**src/rtl/fbs_pkg.sv**
```systemverilog
// Shared constants, types and a helper function for the framebuffer scanout block.
package fbs_pkg;

	// Widths fixed by the register map and the result fields.
	localparam int ADDR_W    = 32;
	localparam int DIM_W     = 11;
	localparam int MODE_W    = 3;
	localparam int STRIDE_W  = 13;
	localparam int CHAN_W    = 8;
	localparam int CFG_IDX_W = 2;

	// Default bound on width and height.
	localparam int MAX_DIM_DEF = 1024;

	// Pixel mode codes.
	localparam logic [MODE_W-1:0] MODE_GRAY8    = 3'd0;
	localparam logic [MODE_W-1:0] MODE_PALETTE8 = 3'd1;
	localparam logic [MODE_W-1:0] MODE_RGB444   = 3'd2;
	localparam logic [MODE_W-1:0] MODE_RGB565   = 3'd3;
	localparam logic [MODE_W-1:0] MODE_RGB888   = 3'd4;
	localparam logic [MODE_W-1:0] MODE_XRGB8888 = 3'd5;

	// Configuration register indexes.
	localparam logic [CFG_IDX_W-1:0] REG_FRAME_BASE   = 2'd0;
	localparam logic [CFG_IDX_W-1:0] REG_FRAME_WIDTH  = 2'd1;
	localparam logic [CFG_IDX_W-1:0] REG_FRAME_HEIGHT = 2'd2;
	localparam logic [CFG_IDX_W-1:0] REG_PIXEL_MODE   = 2'd3;

	// Per-item result of the address walker.
	typedef struct packed {
		logic              pixel_valid;
		logic              frame_done;
		logic [ADDR_W-1:0] next_address;
	} fbs_step_t;

	// Scanline stride in bytes: the line is padded to whole 32-bit words.
	function automatic logic [STRIDE_W-1:0] stride_bytes(input logic [DIM_W-1:0] w,
			input logic [MODE_W-1:0] mode);
		logic [STRIDE_W-1:0] words;
		logic [STRIDE_W-1:0] w3;
		w3 = STRIDE_W'(w) + STRIDE_W'({w, 1'b0});
		case (mode)
			MODE_GRAY8, MODE_PALETTE8: words = (STRIDE_W'(w) + STRIDE_W'(3)) >> 2;
			MODE_RGB888:               words = (w3 + STRIDE_W'(3)) >> 2;
			MODE_XRGB8888:             words = STRIDE_W'(w);
			default:                   words = (STRIDE_W'(w) + STRIDE_W'(1)) >> 1;
		endcase
		return {words[STRIDE_W-3:0], 2'b00};
	endfunction

endpackage

```
**src/rtl/fbs_convert.sv**
```systemverilog
// Pixel format conversion from a stored pixel word to 8-bit red, green and blue.
module fbs_convert (
	input  logic                         enable,
	input  logic [fbs_pkg::MODE_W-1:0]   mode,
	input  logic [31:0]                  raw_pixel,
	output logic [fbs_pkg::CHAN_W-1:0]   red,
	output logic [fbs_pkg::CHAN_W-1:0]   green,
	output logic [fbs_pkg::CHAN_W-1:0]   blue
);
	import fbs_pkg::*;

	// x*255/31 and x*255/63 as a multiply by a scaled reciprocal and a shift.
	localparam logic [23:0] Scale5 = 24'd8625630;   // 255 * ceil(2^20 / 31)
	localparam logic [24:0] Scale6 = 25'd16977135;  // 255 * ceil(2^22 / 63)

	logic [27:0] red5_prod;
	logic [27:0] blue5_prod;
	logic [30:0] green6_prod;

	assign red5_prod   = 28'(raw_pixel[15:11]) * 28'(Scale5);
	assign blue5_prod  = 28'(raw_pixel[4:0]) * 28'(Scale5);
	assign green6_prod = 31'(raw_pixel[10:5]) * 31'(Scale6);

	always_comb begin
		red   = '0;
		green = '0;
		blue  = '0;
		if (enable) begin
			case (mode)
				MODE_RGB565: begin
					red   = red5_prod[27:20];
					green = green6_prod[29:22];
					blue  = blue5_prod[27:20];
				end
				MODE_RGB444: begin
					red   = {raw_pixel[11:8], raw_pixel[11:8]};
					green = {raw_pixel[7:4], raw_pixel[7:4]};
					blue  = {raw_pixel[3:0], raw_pixel[3:0]};
				end
				MODE_GRAY8: begin
					red   = raw_pixel[7:0];
					green = raw_pixel[7:0];
					blue  = raw_pixel[7:0];
				end
				MODE_RGB888, MODE_XRGB8888: begin
					red   = raw_pixel[23:16];
					green = raw_pixel[15:8];
					blue  = raw_pixel[7:0];
				end
				default: begin
					red   = '0;
					green = '0;
					blue  = '0;
				end
			endcase
		end
	end

endmodule

```
**src/rtl/fbs_scan.sv**
```systemverilog
// Frame walker: column, line and scanline address state and the next fetch address.
module fbs_scan #(
	parameter int MAX_DIM = fbs_pkg::MAX_DIM_DEF
) (
	input  logic                          clk,
	input  logic                          arst_n,
	input  logic                          step,
	input  logic                          operation,
	input  logic [fbs_pkg::ADDR_W-1:0]    frame_base,
	input  logic [fbs_pkg::DIM_W-1:0]     frame_width,
	input  logic [fbs_pkg::DIM_W-1:0]     frame_height,
	input  logic [fbs_pkg::MODE_W-1:0]    pixel_mode,
	output fbs_pkg::fbs_step_t            result
);
	import fbs_pkg::*;

	localparam int CW = $clog2(MAX_DIM);
	localparam int XW = (CW + 1 > DIM_W) ? CW + 1 : DIM_W;
	localparam int OW = CW + 2;

	logic [CW-1:0]       column_q;
	logic [CW-1:0]       line_q;
	logic [ADDR_W-1:0]   line_address_q;
	logic [STRIDE_W-1:0] line_stride_q;
	logic                scanning_q;

	logic [DIM_W-1:0]  w_eff;
	logic [DIM_W-1:0]  h_eff;
	logic [XW-1:0]     col_inc;
	logic [XW-1:0]     line_inc;
	logic              line_end;
	logic              last_line;
	logic [CW-1:0]     col_nxt;
	logic [OW-1:0]     offset;
	logic [ADDR_W-1:0] next_line_addr;

	// Width and height saturate at the configured bound.
	always_comb begin
		w_eff = frame_width;
		h_eff = frame_height;
		if (XW'(frame_width) > XW'(MAX_DIM)) begin
			w_eff = DIM_W'(MAX_DIM);
		end
		if (XW'(frame_height) > XW'(MAX_DIM)) begin
			h_eff = DIM_W'(MAX_DIM);
		end
	end

	assign col_inc   = XW'(column_q) + XW'(1);
	assign line_inc  = XW'(line_q) + XW'(1);
	assign line_end  = col_inc >= XW'(w_eff);
	assign last_line = line_inc >= XW'(h_eff);
	assign col_nxt   = line_end ? '0 : col_inc[CW-1:0];
	assign next_line_addr = line_address_q + ADDR_W'(line_stride_q);

	// Byte offset of the next pixel within its scanline.
	always_comb begin
		case (pixel_mode)
			MODE_GRAY8, MODE_PALETTE8: offset = OW'(col_nxt);
			MODE_RGB888:               offset = OW'({col_nxt, 1'b0}) + OW'(col_nxt);
			MODE_XRGB8888:             offset = OW'({col_nxt, 2'b00});
			default:                   offset = OW'({col_nxt, 1'b0});
		endcase
	end

	always_comb begin
		result = '0;
		if (!operation) begin
			result.next_address = frame_base;
		end else if (scanning_q) begin
			result.pixel_valid  = 1'b1;
			result.frame_done   = line_end && last_line;
			result.next_address = line_end ? next_line_addr
			                               : line_address_q + ADDR_W'(offset);
		end
	end

	always_ff @(posedge clk or negedge arst_n) begin
		if (!arst_n) begin
			column_q       <= '0;
			line_q         <= '0;
			line_address_q <= '0;
			line_stride_q  <= '0;
			scanning_q     <= 1'b0;
		end else if (step) begin
			if (!operation) begin
				column_q       <= '0;
				line_q         <= '0;
				line_address_q <= frame_base;
				line_stride_q  <= stride_bytes(w_eff, pixel_mode);
				scanning_q     <= (w_eff != '0) && (h_eff != '0);
			end else if (scanning_q) begin
				column_q <= col_nxt;
				if (line_end) begin
					line_q         <= line_inc[CW-1:0];
					line_address_q <= next_line_addr;
					if (last_line) begin
						scanning_q <= 1'b0;
					end
				end
			end
		end
	end

endmodule

```
**src/rtl/framebuffer_scanout_to_rgb888_top.sv**
```systemverilog
// Top level of the framebuffer scanout block: registers, pipeline stages and handshakes.
//
// The block walks one frame of a bitmap whose scanlines are padded to 32-bit words and
// converts each fetched pixel to RGB888. A transfer with operation 0 starts a frame and
// answers with next_address equal to frame_base; each following transfer with operation 1
// carries the pixel read at the last reported address and answers with its red, green and
// blue, pixel_valid, frame_done on the last pixel, and the byte address of the next pixel.
// Every input transfer yields exactly one result transfer. An item passes through the input
// register and then the result register, and a new item is taken every cycle as long as
// the result side keeps taking transfers; the fetch address and the color conversion are
// each one short combinational path between those two registers. Width and height saturate
// at MAX_DIM. Registers must be written by the user through cfg_write, cfg_index and cfg_data
// only while no transfer is in flight; the block itself does not enforce this.
module framebuffer_scanout_to_rgb888_top #(
	parameter int MAX_DIM = fbs_pkg::MAX_DIM_DEF
) (
	input  logic                             clk,
	input  logic                             arst_n,
	input  logic                             cfg_write,
	input  logic [fbs_pkg::CFG_IDX_W-1:0]    cfg_index,
	input  logic [fbs_pkg::ADDR_W-1:0]       cfg_data,
	input  logic                             in_valid,
	output logic                             in_ready,
	input  logic                             operation,
	input  logic [31:0]                      raw_pixel,
	output logic                             out_valid,
	input  logic                             out_ready,
	output logic [fbs_pkg::CHAN_W-1:0]       red,
	output logic [fbs_pkg::CHAN_W-1:0]       green,
	output logic [fbs_pkg::CHAN_W-1:0]       blue,
	output logic                             pixel_valid,
	output logic [fbs_pkg::ADDR_W-1:0]       next_address,
	output logic                             frame_done
);
	import fbs_pkg::*;

	// Configuration registers.
	logic [ADDR_W-1:0] frame_base_q;
	logic [DIM_W-1:0]  frame_width_q;
	logic [DIM_W-1:0]  frame_height_q;
	logic [MODE_W-1:0] pixel_mode_q;

	// Input stage.
	logic        valid_s1;
	logic        operation_s1;
	logic [31:0] raw_pixel_s1;

	// Result stage.
	logic              out_valid_q;
	logic [CHAN_W-1:0] red_q;
	logic [CHAN_W-1:0] green_q;
	logic [CHAN_W-1:0] blue_q;
	logic              pixel_valid_q;
	logic [ADDR_W-1:0] next_address_q;
	logic              frame_done_q;

	logic              advance;
	logic              step;
	fbs_step_t         scan_result;
	logic [CHAN_W-1:0] red_c;
	logic [CHAN_W-1:0] green_c;
	logic [CHAN_W-1:0] blue_c;

	// The result register frees up when it is empty or its transfer completes;
	// the input stage then moves forward and can take a new transfer in the same cycle.
	assign advance  = !out_valid_q || out_ready;
	assign in_ready = !valid_s1 || advance;
	assign step     = valid_s1 && advance;

	always_ff @(posedge clk or negedge arst_n) begin
		if (!arst_n) begin
			frame_base_q   <= '0;
			frame_width_q  <= DIM_W'(176);
			frame_height_q <= DIM_W'(208);
			pixel_mode_q   <= MODE_RGB565;
		end else if (cfg_write) begin
			case (cfg_index)
				REG_FRAME_BASE:   frame_base_q   <= cfg_data;
				REG_FRAME_WIDTH:  frame_width_q  <= cfg_data[DIM_W-1:0];
				REG_FRAME_HEIGHT: frame_height_q <= cfg_data[DIM_W-1:0];
				REG_PIXEL_MODE:   pixel_mode_q   <= cfg_data[MODE_W-1:0];
				default: begin
				end
			endcase
		end
	end

	always_ff @(posedge clk or negedge arst_n) begin
		if (!arst_n) begin
			valid_s1 <= 1'b0;
		end else if (in_ready) begin
			valid_s1 <= in_valid;
		end
	end

	always_ff @(posedge clk) begin
		if (in_valid && in_ready) begin
			operation_s1 <= operation;
			raw_pixel_s1 <= raw_pixel;
		end
	end

	fbs_scan #(
		.MAX_DIM(MAX_DIM)
	) u_scan (
		.clk          (clk),
		.arst_n       (arst_n),
		.step         (step),
		.operation    (operation_s1),
		.frame_base   (frame_base_q),
		.frame_width  (frame_width_q),
		.frame_height (frame_height_q),
		.pixel_mode   (pixel_mode_q),
		.result       (scan_result)
	);

	// Color channels are forced to zero unless the walker accepted a pixel.
	fbs_convert u_convert (
		.enable    (scan_result.pixel_valid),
		.mode      (pixel_mode_q),
		.raw_pixel (raw_pixel_s1),
		.red       (red_c),
		.green     (green_c),
		.blue      (blue_c)
	);

	always_ff @(posedge clk or negedge arst_n) begin
		if (!arst_n) begin
			out_valid_q <= 1'b0;
		end else if (advance) begin
			out_valid_q <= valid_s1;
		end
	end

	always_ff @(posedge clk) begin
		if (step) begin
			red_q          <= red_c;
			green_q        <= green_c;
			blue_q         <= blue_c;
			pixel_valid_q  <= scan_result.pixel_valid;
			next_address_q <= scan_result.next_address;
			frame_done_q   <= scan_result.frame_done;
		end
	end

	assign out_valid    = out_valid_q;
	assign red          = red_q;
	assign green        = green_q;
	assign blue         = blue_q;
	assign pixel_valid  = pixel_valid_q;
	assign next_address = next_address_q;
	assign frame_done   = frame_done_q;

	// The end of a frame is only ever reported on a converted pixel.
	assert property (@(posedge clk) disable iff (!arst_n)
		out_valid_q && frame_done_q |-> pixel_valid_q)
		else $error("frame_done without a converted pixel");

	// A result that carries no pixel has black color channels.
	assert property (@(posedge clk) disable iff (!arst_n)
		out_valid_q && !pixel_valid_q |-> red_q == '0 && green_q == '0 && blue_q == '0)
		else $error("nonzero color on a result without a pixel");

	// The input side stalls only behind a full result register.
	assert property (@(posedge clk) disable iff (!arst_n)
		!in_ready |-> out_valid_q && valid_s1 && !out_ready)
		else $error("input stalled while the pipeline could advance");

endmodule

```
**config.mk**
```make
export PLATFORM = sky130hd
export DESIGN_NAME = framebuffer_scanout_to_rgb888_top
export DESIGN_NICKNAME = d
export VERILOG_FILES = /design/src/rtl/fbs_pkg.sv /design/src/rtl/fbs_convert.sv /design/src/rtl/fbs_scan.sv /design/src/rtl/framebuffer_scanout_to_rgb888_top.sv
export SDC_FILE = /design/constraint.sdc
export NUM_CORES = 1
export LEC_CHECK = 0
export ABC_CLOCK_PERIOD_IN_PS = 12160
export BUFFER_PORTS_ARGS = -buffer_cell sky130_fd_sc_hd__clkbuf_2
export CAP_MARGIN = 20
export CORE_ASPECT_RATIO = 0.5
export CORE_MARGIN = 8
export CORE_UTILIZATION = 30
export DETAILED_ROUTE_END_ITERATION = 8
export PLACE_DENSITY = 0.5
export SLEW_MARGIN = 0
export SYNTH_ARGS = -nofsm -noshare
export SYNTH_HDL_FRONTEND = slang
export SYNTH_SLANG_ARGS = --single-unit
```
**constraint.sdc**
```tcl
create_clock -name clk -period 12.16 [get_ports clk]
set_input_delay 1.216 -clock clk [delete_from_list [all_inputs] [get_ports clk]]
set_output_delay 1.216 -clock clk [all_outputs]
set_load 0.02 [all_outputs]
```
After elaboration in Yosys (flattened, before gate mapping)

Index checks and enable logic that the tools add are counted.

Word-level logic and storage cells: 93
Bits in registers: 206
Output and inout port bits: 60

Eq/ne operators: 10
Magnitude comparators: 4
$mul: 3
Reduce and logical (&&, ||, !) cells: 23
Muxes and demuxes: 24
$add $sub $neg: 9
Bitwise logic cells: 1

Operators by type and width:

| kind                                                   | number |
|---|---|
| 2-to-1 mux 32 bit                                      | 5 |
| case mux 8 bit (4 select lines)                        | 2 |
| 2-to-1 mux 10 bit                                      | 6 |
| multiplier 5 x 23 -> 27 bit (second input constant)    | 2 |
| case mux 12 bit (3 select lines)                       | 1 |
| 2-to-1 mux 34 bit                                      | 1 |
| case mux 11 bit (3 select lines)                       | 1 |
| adder 32 x 12 -> 32 bit                                | 1 |
| adder 32 x 13 -> 32 bit                                | 1 |
| multiplier 6 x 25 -> 30 bit (second input constant)    | 1 |
| case mux 8 bit (3 select lines)                        | 1 |
| adder 10 x 1 -> 11 bit (second input constant)         | 2 |
| greater-or-equal comparator 11 bit                     | 2 |
| greater-than comparator 11 bit (second input constant) | 2 |
| 2-to-1 mux 11 bit                                      | 2 |
| nonzero test 11 bit                                    | 2 |
| AND reduction 2 bit                                    | 7 |
| adder 11 x 12 -> 13 bit                                | 1 |
| adder 13 x 2 -> 13 bit (second input constant)         | 1 |
| adder 11 x 1 -> 12 bit (second input constant)         | 1 |
| adder 11 x 10 -> 12 bit                                | 1 |
| adder 11 x 2 -> 12 bit (second input constant)         | 1 |
| == test 3 x 2 -> 1 bit (second input constant)         | 2 |
| == test 3 bit (second input constant)                  | 2 |
| 15 further kinds                                       | 26 |

Logic depth before layout (Yosys ltp)

Depth after elaboration: 10
Gate-level depth with buffers: 32
Depth with buffers taken out: 31

By module

From an unflattened synthesis, not the netlist that was laid out.

Cells, all modules: 1,759
Area, all modules: 17,309.1 um^2

Modules (own cells, without submodules):

| module                            | instances | cells an instance | sequential area each (um^2) | area each (um^2) |
|---|---|---|---|---|
| fbs_scan                          | 1         | 1,025             | 1,601.5                     | 8,132.8 |
| framebuffer_scanout_to_rgb888_top | 1         | 222               | 4,219.0                     | 4,982.3 |
| fbs_convert                       | 1         | 512               | 0.0                         | 4,194.0 |

Least setup slack after synthesis

No wires, ideal clock.

Path kind: register -> register
From: register frame_width_q[4]
To: register next_address_q[31] (netlist: next_address[31]) (data pin)
Cell stages (with the launch flop): 27
Arrival time: 6.142 ns
Path slack: 5.757 ns
Path buffers: 1
Path through: dfstp_2 or4_4 o41ai_4 nand2_1 ha_1 a2111oi_2 o31ai_1 a41oi_4 nand2_1 clkbuf_1 nor2_1 ha_1 ha_1 inv_1 a22oi_1 o2111ai_1 a21oi_1 xor2_1 o221ai_1 ha_1 nand2_1 nor2_1 nand3_1 and3_1 o211ai_1 nand3_1 a311o_1

RTL lines:

| item                   | RTL line                                 | RTL |
|---|---|---|
| from (decl)            | framebuffer_scanout_to_rgb888_top.sv:39  | `logic [DIM_W-1:0] frame_width_q;` |
| from (signal assigned) | framebuffer_scanout_to_rgb888_top.sv:79  | `REG_FRAME_WIDTH: frame_width_q <= cfg_data[DIM_W-1:0];` |
| to (signal assigned)   | framebuffer_scanout_to_rgb888_top.sv:141 | `next_address_q <= scan_result.next_address;` |
| to (decl)              | framebuffer_scanout_to_rgb888_top.sv:54  | `logic [ADDR_W-1:0] next_address_q;` |

==> qor.yml <==
synthesis:
  synth_edf_count: 83
  seq_area_frac_synth_pct: 33.5
  yosysUniqueCellTypes: 89
  synth-async-reset-ratio_pct: 59.7
  ys.warnings.count: 0
  synth_fp_nets: 2039
  netlist_area_sq_um: 16700
  syn_area_per_cell_sq_um: 9.63
  synth_cells: 1731
  synthFlopType: "dfrtp_1"
  ys_seq_elements: 206
sta:
  setup_tns_ns: 0
  tightest_slew_ns: 0.963
  slew_viol_final: 0
  timing.fmax_mhz: 130
  slew_headroom_pct: 35.4
  finalClockSkew_ns: 0.0241
  finalCritPeriodShare_pct: 63.2
  hold_viol: 0
  post-route-min-period_ns: 7.69
  rsz0062_at_grt: "no"
  setup_viol: 0
placement:
  dp_hpwl_um: 37300
  portBuffers: 123
  gp_congestion: 0.843
run:
  drv_cap: 0
grt:
  overflow: 0
  grt_pass1_vias: 13574
  grt_first_pass_wirelength_um: 78600
  grt_max_degree: 67
  grt_usage_pct: 15.3
  antenna_found_initial: 0
cts:
  clkSinkCount: 206
  htreeDepth: 1
  path_clk_slew_ns: 0.07
  post_cts_resized: 0
  cts.path.max_buffers: 3
  cts-root-buf: "clkbuf_16"
  cts_tree: "built"
  ctsHoldBuffers: 0
  cts_buffers: 24
  cts_setup_buffers: 0
  clkLatencyLatePin_ns: 0.55
worst_setup_path:
  required_ns: 12.47
  critPathKind: "reg -> reg"
  r2r-start: "u_scan.column_q[0]"
  critical_path.reg2reg.endpoint: "next_address[31]"
  setup.worst_path.start_class: "flip-flop"
  r2r.worst_path.cells: 25
  max_stage_delay_ns: 0.69
  cp_slowest_cell: "o211ai_1"
  worst-path-max-fanout: 34
  path_buf_inv: 3
  ff2ff_setup_slack_ns: 4.47
  crit_top_cell: "ha_1"
  cp.arrival_ns: 8.00
  critPathTopFamily: "compound AO/OA/AOI/OAI gates"
  worst_setup_path_end_kind: "flip-flop"
pwr:
  combPwrFrac_pct: 44.4
  p_int_mw: 1.86
  swShare_pct: 41.1
  p_clk_share_pct: 23.8
  p_per_area_nw_per_um2: 167
  p_seq_share_pct: 31.8
  ir_drop_mv: 0.107
  p_leak_nw: 8.37
  netSwitchingPower_mw: 1.30
die:
  coreArea_sq_um: 55200
  num_io_pins: 132
  die_width_um: 349
  initial_core_util_pct: 30.2
  die_h_um: 183
  rows: 61
  dieArea_sq_um: 63800
route:
  vias_per_cell: 5.14
  drcViolationCount: 0
  antenna_left: 0
  first_pass_iters: 5
  drt_iter0_markers: 908
  wl_per_cell_um: 19.0
  routed_wirelength_um: 49500
  vias: 13403
min_path:
  hold_class: "reg -> reg"
  min_from: "valid_s1"
  hold_end: "out_valid"
  holdPathStages: 1
run_status:
  status: "finished clean"
cells_and_area:
  nets: 2142
  fillCellCount: 5697
  layout.core_utilization_pct: 34.3
  diodes: 0
  drive_gt1_share_pct: 15.3
  area_growth_syn_to_layout_pct: 13.5
-- cell usage after synthesis, types with 5 or more instances --
cell type,instances,area [sq um]
a211oi_1,12,90.1
a21o_1,19,143
a21oi_1,99,495
a22o_1,29,254
a22oi_1,22,165
a31oi_1,26,163
a32oi_1,5,43.8
and2_1,12,75.1
and3_1,20,125
buf_2,6,30.0
clkbuf_1,53,199
dfrtp_1,115,2880
dfstp_2,8,210
edfxtp_1,83,2490
fa_1,49,981
ha_1,187,2340
inv_1,145,544
mux2_2,57,642
mux2i_1,26,260
nand2_1,163,612
nand2b_1,10,62.6
nand3_1,42,210
nand3b_1,6,45.0
nand4_1,20,125
nor2_1,90,338
nor2b_1,12,75.1
nor3_1,29,145
nor4_1,5,31.3
o211ai_1,8,60.1
o21a_1,19,143
o21ai_0,93,465
o21ai_1,5,25.0
o21bai_1,5,37.5
o22ai_1,38,238
o2bb2ai_1,6,52.6
o31ai_1,7,52.6
or2_2,7,43.8
xnor2_1,71,622
xor2_1,23,201
-- layer usage --
metal  vias up  global-route usage [%]  routed length (um)
li1       6521                       -                   -
met1      6557                    20.8               23400
met2       250                    25.9               23200
met3        75                    1.82                1670
met4         0                    3.76                1260
met5         -                       0                   0
-- worst max path at each step --
stage	depth (start not counted)	to	start	slack (ns)
floorplan	26	next_address[31]	frame_width_q[4]	5.76
global placement	25	next_address[31]	frame_width_q[4]	4.58
detailed placement	25	next_address[31]	u_scan.column_q[0]	4.53
CTS	25	next_address[31]	frame_width_q[4]	4.53
global route	27	next_address[29]	u_scan.column_q[0]	3.86
finish	25	next_address[31]	u_scan.column_q[0]	4.47
-- placed cells by master (no fill, tap or decap), types with 6 or more instances in the layout --
master     Yosys  final
o21a_1        19     19
nor3_1        29     29
mux2i_1       26     26
a21o_1        19     19
mux2_2        57     57
edfxtp_1      83     83
nand3_1       42     42
a211oi_1      12     12
buf_4          4     22
dfstp_2        8      8
a22o_1        29     29
nor2b_1       12     12
nand3b_1       6      6
inv_1        145    144
o22ai_1       38     38
and3_1        20     20
o21ai_1        5      6
a21oi_1       99     99
ha_1         187    187
xor2_1        23     23
clkbuf_2       0    122
o2bb2ai_1      6      6
a22oi_1       22     22
nand2b_1      10     10
xnor2_1       71     71
o211ai_1       8      8
nand2_1      163    163
clkbuf_16      0     24
and2_1        12     12
nor2_1        90     90
dfrtp_1      115    115
or2_2          7      7
nand4_1       20     20
o21ai_0       93     92
a31oi_1       26     26
fa_1          49     49
o31ai_1        7      7
-- per-stage QoR --
stage          setup WS, ns  area (sq um)  hold WS (ns)  instances  power, mW
6_report               4.47         18900         0.490       2608       3.16
5_1_grt                3.86         18900         0.508       2608       3.41
4_1_cts                4.53         18900         0.487       2608       3.19
3_5_place_dp           4.53         18100         0.484       2564       2.41
3_3_place_gp           4.58         18100         0.468       2563       2.40
2_1_floorplan          5.76         16700         0.450       1731       2.01
-- cell families (layout without fill, tap and decap cells) --
family / Yosys count / count (layout) / synth area share, %
AND/OR/NAND/NOR: 438 / 438 / 12.4
adder cells (fa/ha/maj): 236 / 236 / 19.9
multiplexers: 84 / 84 / 5.48
XOR/XNOR: 95 / 95 / 5.04
buffers and inverters: 218 / 339 / 5.18
flip-flops: 206 / 206 / 33.5
AO/OA/AOI/OAI: 454 / 454 / 18.4
-- sequential cells by signal, summed over array words and instances (netlist names) --
| signal | cells |
|---|---|
| u_scan.line_q | 10 |
| frame_done | 1 |
| red | 8 |
| frame_height_q | 11 |
| frame_base_q | 32 |
| u_scan.line_stride_q | 11 |
| blue | 8 |
| next_address | 32 |
| pixel_mode_q | 3 |
| frame_width_q | 11 |
| u_scan.column_q | 10 |
| raw_pixel_s1 | 24 |
| u_scan.scanning_q | 1 |
| pixel_valid | 1 |
| valid_s1 | 1 |
| operation_s1 | 1 |
| u_scan.line_address_q | 32 |
| out_valid | 1 |
| green | 8 |
-- cell type report --
type                       count  area [sq um]  share of cell area [%]
clock buffer                  30           653                    3.45
clock inverter                14           149                   0.787
inverter                     150           563                    2.98
multi-input combinational   1307         10200                    54.1
sequential                   206          5580                    29.5
tap                          756           946                    5.00
timing repair buffer         145           787                    4.16
-- power by group through the flow --
stage	registers, mW	logic [mW]	clock network, mW
after floorplan	0.987	1.02	0
final	1.01	1.40	0.753
after detailed placement	1.02	1.40	0
after global placement	1.02	1.39	0
after global routing	1.02	1.59	0.801
after CTS	1.01	1.41	0.773
Power figures use the tool's default switching activity.
